File: config.mk
export PLATFORM = sky130hd
export DESIGN_NAME = adgrb_divider
export DESIGN_NICKNAME = d
export VERILOG_FILES = /design/src/sv/audio_decimate_gain_ring_buffer_core_macros.svh /design/src/sv/adgrb_pkg.sv /design/src/sv/adgrb_divider.sv
export SDC_FILE = /design/constraint.sdc
export NUM_CORES = 1
export LEC_CHECK = 0
export ABC_CLOCK_PERIOD_IN_PS = 3850
export BUFFER_PORTS_ARGS = -buffer_cell sky130_fd_sc_hd__buf_2
export CAP_MARGIN = 20
export CORE_MARGIN = 8
export CORE_UTILIZATION = 34
export DETAILED_ROUTE_END_ITERATION = 6
export PLACE_DENSITY = 0.68
export SYNTH_ARGS = -nofsm -noshare
export SYNTH_HDL_FRONTEND = slang
export SYNTH_SLANG_ARGS = --single-unit
File: constraint.sdc
create_clock -name clk_i -period 3.85 [get_ports clk_i]
set_input_delay 0.385 -clock clk_i [delete_from_list [all_inputs] [get_ports clk_i]]
set_output_delay 0.385 -clock clk_i [all_outputs]
set_load 0.02 [all_outputs]
File: src/sv/audio_decimate_gain_ring_buffer_core_macros.svh
// ----------------------------------------------------------------------------
// assertion macros for the decimating gain ring buffer
// shared property wrappers, clocked on clk_i and muted during reset
// ----------------------------------------------------------------------------
`ifndef AUDIO_DECIMATE_GAIN_RING_BUFFER_CORE_MACROS_SVH
`define AUDIO_DECIMATE_GAIN_RING_BUFFER_CORE_MACROS_SVH

// same-cycle implication
`define ADGRB_ASSERT_IMPL(lbl, ante, cons) \
  lbl: assert property (@(posedge clk_i) disable iff (!rst_ni) (ante) |-> (cons)) \
    else $error("assertion failed");

// next-cycle implication
`define ADGRB_ASSERT_NEXT(lbl, ante, cons) \
  lbl: assert property (@(posedge clk_i) disable iff (!rst_ni) (ante) |=> (cons)) \
    else $error("assertion failed");

`endif

File: src/sv/adgrb_pkg.sv
// ----------------------------------------------------------------------------
// adgrb_pkg
// shared types and constants of the decimating gain ring buffer
// ----------------------------------------------------------------------------
`timescale 1ns / 1ps
package adgrb_pkg;

  localparam int RING_DEPTH = 576;
  localparam int MAX_RATIO  = 16;
  localparam int RING_AW    = $clog2(RING_DEPTH);
  localparam int FILL_W     = $clog2(RING_DEPTH + 1);
  localparam int RATIO_W    = 5;
  localparam int ACC_W      = 20;
  localparam int GAIN_W     = 16;
  localparam int GPROD_W    = 2 * GAIN_W;
  localparam int MAG_W      = ACC_W + GPROD_W;
  localparam int FRAC_SHIFT = 24;
  localparam int DIVIDEND_W = MAG_W - FRAC_SHIFT;
  localparam int DIV_CNT_W  = $clog2(DIVIDEND_W);
  localparam int IDX_W      = 10;
  localparam int ENTRY_W    = 32;
  localparam int CFG_IDX_W  = 3;
  localparam int CFG_DATA_W = 16;

  typedef enum logic [1:0] {
    CMD_FRAME = 2'd0,
    CMD_READ  = 2'd1,
    CMD_CLEAR = 2'd2
  } cmd_e;

  typedef enum logic [CFG_IDX_W-1:0] {
    REG_RATIO    = 3'd0,
    REG_CHANNELS = 3'd1,
    REG_SENS     = 3'd2,
    REG_LGAIN    = 3'd3,
    REG_RGAIN    = 3'd4
  } cfg_reg_e;

  typedef enum logic [2:0] {
    ST_IDLE,
    ST_GAIN,
    ST_MUL,
    ST_DIV,
    ST_STORE,
    ST_READ
  } state_e;

  typedef struct packed {
    logic                  start;
    logic [DIVIDEND_W-1:0] dividend;
    logic [RATIO_W-1:0]    divisor;
  } div_req_t;

  typedef struct packed {
    logic                  done;
    logic [DIVIDEND_W-1:0] quotient;
  } div_rsp_t;

endpackage

File: src/sv/adgrb_divider.sv
// ----------------------------------------------------------------------------
// adgrb_divider
// restoring divider, one quotient bit per cycle, small divisor
// ----------------------------------------------------------------------------
`timescale 1ns / 1ps
module adgrb_divider import adgrb_pkg::*; (
  input  logic     clk_i,
  input  logic     rst_ni,
  input  div_req_t req_i,
  output div_rsp_t rsp_o
);

  logic                  busy_q, busy_d;
  logic                  done_q, done_d;
  logic [DIV_CNT_W-1:0]  cnt_q, cnt_d;
  logic [DIVIDEND_W-1:0] quo_q, quo_d;
  logic [RATIO_W-1:0]    rem_q, rem_d;
  logic [RATIO_W-1:0]    div_q, div_d;
  logic [RATIO_W:0]      shifted;
  logic                  ge;

  assign shifted = {rem_q, quo_q[DIVIDEND_W-1]};
  assign ge      = shifted >= {1'b0, div_q};

  always_comb begin
    busy_d = busy_q;
    done_d = 1'b0;
    cnt_d  = cnt_q;
    quo_d  = quo_q;
    rem_d  = rem_q;
    div_d  = div_q;
    if (req_i.start) begin
      busy_d = 1'b1;
      cnt_d  = '0;
      quo_d  = req_i.dividend;
      rem_d  = '0;
      div_d  = req_i.divisor;
    end else if (busy_q) begin
      rem_d = ge ? RATIO_W'(shifted - {1'b0, div_q}) : shifted[RATIO_W-1:0];
      quo_d = {quo_q[DIVIDEND_W-2:0], ge};
      cnt_d = cnt_q + 1'b1;
      if (cnt_q == DIV_CNT_W'(DIVIDEND_W - 1)) begin
        busy_d = 1'b0;
        done_d = 1'b1;
      end
    end
  end

  always_ff @(posedge clk_i or negedge rst_ni) begin
    if (!rst_ni) begin
      busy_q <= 1'b0;
      done_q <= 1'b0;
      cnt_q  <= '0;
    end else begin
      busy_q <= busy_d;
      done_q <= done_d;
      cnt_q  <= cnt_d;
    end
  end

  always_ff @(posedge clk_i) begin
    quo_q <= quo_d;
    rem_q <= rem_d;
    div_q <= div_d;
  end

  assign rsp_o.done     = done_q;
  assign rsp_o.quotient = quo_q;

endmodule

==> results.yml <==
placed_design:
  numPortBuffers: 64
  gp_congestion: 0.780
  place_ws_ns: 1.63
  dp_hpwl_um: 3190
logic_synthesis:
  yosysSeqAreaShare: 0.590
  synth_nets: 194
  synth_top_area_frac: 0.462
  ys_ff_latch: 45
  synth_compound_area_frac: 0.0804
  synth_ff_type: "edfxtp_1"
  synthCells: 151
  synth_area_um2: 2150
  avgSynthCellArea_um2: 14.2
  synth_largest_area_cell: "edfxtp_1"
  synthAdderAreaFrac: 0.0443
  synth_area_leaders: "edfxtp_1, mux2_2, dfrtp_1, dfxtp_1, ha_1"
  async_reset_ff_frac: 0.156
  muxShareOfSynthArea: 0.152
  yosys_warnings: 0
  synthSimpleGateAreaFrac: 0.0793
  yosys.area_share.xor_xnor: 0.0245
  synth-edff-count: 33
  synth_cell_types: 40
  synth_top_family_by_area: "multiplexers"
sta:
  layout_setup_ws_ns: 1.62
  hold_viol_final: 0
  rsz0062_at_grt: "false"
  slew_violations: 0
  period_needed_ns: 2.23
  period_share: 0.580
  worstMarginPinSlew_ns: 0.668
  final.setup.tns_ns: 0
  fmax_mhz: 448
  setup_violations: 0
  clock_skew_ns: 0.00478
  slew_headroom: 0.555
clocking:
  cts-buffers-inserted: 5
  cts_buffer_depth: 2
  worstSkewPairLatency_ns: 0.30
  clk_pin_slew_ns: 0.09
  cts_tree: "yes"
  cts_sinks: 45
  h-tree-depth: 2
  root_buffer: "clkbuf_8"
global_route:
  grt_max_degree: 29
  grt_antenna_before_repair: 0
  overflow: 0
  track_usage: 0.0968
  grt_pass1_wl_um: 6880
  grt_pass1_vias: 1451
pwr:
  powerDensity_nw_per_um2: 504
  peakVddDrop_mv: 0.268
  p_total_mw: 1.33
  p_leak_nw: 1.12
setup_path:
  crit_path_end_kind: "flip-flop"
  critPathBufInv: 2
  worstPathArrival_ns: 2.29
  startpoint_type: "flip-flop"
  crit_path_cell_trace: "inv_1 -> ha_1 -> inv_1 -> fa_1 -> a211oi_1 -> or2_1 -> nand2_2 -> mux2_2"
  critical-path-top-delay-family: "adder cells"
  crit_type: "reg2reg"
  critPathMaxFanout: 5
  slowest_stage: "fa_1"
  cpMostUsedCell: "inv_1"
  critPathRequiredTime_ns: 3.91
  cp_slowest_stage_delay_ns: 0.41
flow_run:
  max_cap_viol_count: 0
routing:
  antenna_left: 0
  wl_um: 4360
  routedWlPerCell_um: 14.8
  drcViolationCount: 0
  initialDrtViolationCount: 89
  avgViaCountPerCell: 4.77
  first_pass_iters: 4
  vias: 1403
die:
  io_pins: 65
  die_area_um2: 9110
  start_util: 0.344
  die_w_um: 95.5
  die_y_um: 95.5
  core_um2: 6240
  rows: 29
finish:
  drive_gt1_frac: 0.516
  diodes: 0
  syn2layout_area_growth_pct: 22.4
  finalNetCount: 259
worst_hold_path:
  hold_class: "in2reg"
outcome:
  status: "complete, no violations"
## sequential cells by signal (all words and copies together), names as in the netlist
name	count
busy_q	1
cnt_q	5
div_q	5
done_q	1
quo_q	28
rem_q	5
## cell usage after synthesis (2+ instances only)
library cell	instances
nand3b_1	2
a21o_1	2
o21ai_0	2
edfxtp_1	33
mux2_2	28
dfrtp_1	7
or3b_2	2
xor2_1	3
o31ai_1	2
a211oi_1	2
nand4_1	2
dfxtp_1	5
xnor2_1	3
nor2_1	9
o311ai_2	2
ha_1	6
inv_1	7
buf_2	4
nand2_1	5
nor3_1	2
clkbuf_1	3
a211o_2	2
## final cells by class
class	count	area [um^2]
Clock buffer	6	72.6
Clock inverter	2	13.8
Fill cell	603	3610
Inverter	7	26.3
Multi-Input combinational cell	91	816
Sequential cell	45	1270
Tap cell	77	96.3
Timing Repair Buffer	66	338
## timing repair
action                                 CTS  global route
hold buffers                             1             0
buffers inserted                         0             0
resized for setup                        0             0
endpoints found under the hold margin    7             0
## logic make-up after synthesis
group | Yosys count
mux | 29
flops | 45
buf+inv | 15
xor+xnor | 6
simple gates | 30
compound gates | 19
fa+ha+maj | 7
## layer usage
| layer | global-route usage | vias up | part of all wire |
|---|---|---|---|
| met2 | 0.139 | 41 | 0.43 |
| met4 | 0.0410 | 0 | 0.022 |
| met1 | 0.123 | 661 | 0.48 |
| met3 | 0.0433 | 9 | 0.068 |
| li1 | - | 692 | - |
| met5 | 0 | - | 0 |
## path summary, 6_finish.rpt
check                                      start                    end  slack [ns]  cells after the start
hold / removal                          req_i[3]     div_q[3]$_DFFE_PP_        0.26                      1
setup reg to reg             quo_q[27]$_DFFE_PP_     quo_q[0]$_DFFE_PP_        1.62                      8
max in group asynchronous                 rst_ni   cnt_q[2]$_DFFE_PN0P_        3.23                      2
hold reg to reg            rem_q[1]$_SDFFE_PP0P_  rem_q[1]$_SDFFE_PP0P_        0.54                      2
setup / recovery             quo_q[27]$_DFFE_PP_     quo_q[0]$_DFFE_PP_        1.62                      8
min in group asynchronous                 rst_ni   cnt_q[4]$_DFFE_PN0P_        0.47                      2
## layout by cell type, fill, tap and decap left out, types with 3 or more instances in the layout
master and instances:
buf_2 64, edfxtp_1 33, mux2_2 28, nor2_1 9, inv_1 7, dfrtp_1 7
ha_1 6, nand2_1 5, clkbuf_8 5, dfxtp_1 5, xnor2_1 3, xor2_1 3
## through the flow
step                cells  utilization  area [um^2]  hold slack, ns
floorplan             151            -         2150          0.0894
global placement      285        0.406         2530           0.227
detailed placement    285        0.406         2530           0.230
CTS                   294        0.421         2630           0.250
global route          294        0.421         2630           0.246
finish                294        0.421         2630           0.257
## where the power goes
part           leakage [nW]  switching [mW]  internal [mW]
sequential            0.478          0.0534          0.596
clock                0.0417           0.169          0.129
combinational         0.601           0.200          0.178
total                  1.12           0.423          0.903
No activity file was read; power rests on OpenSTA's default activity.
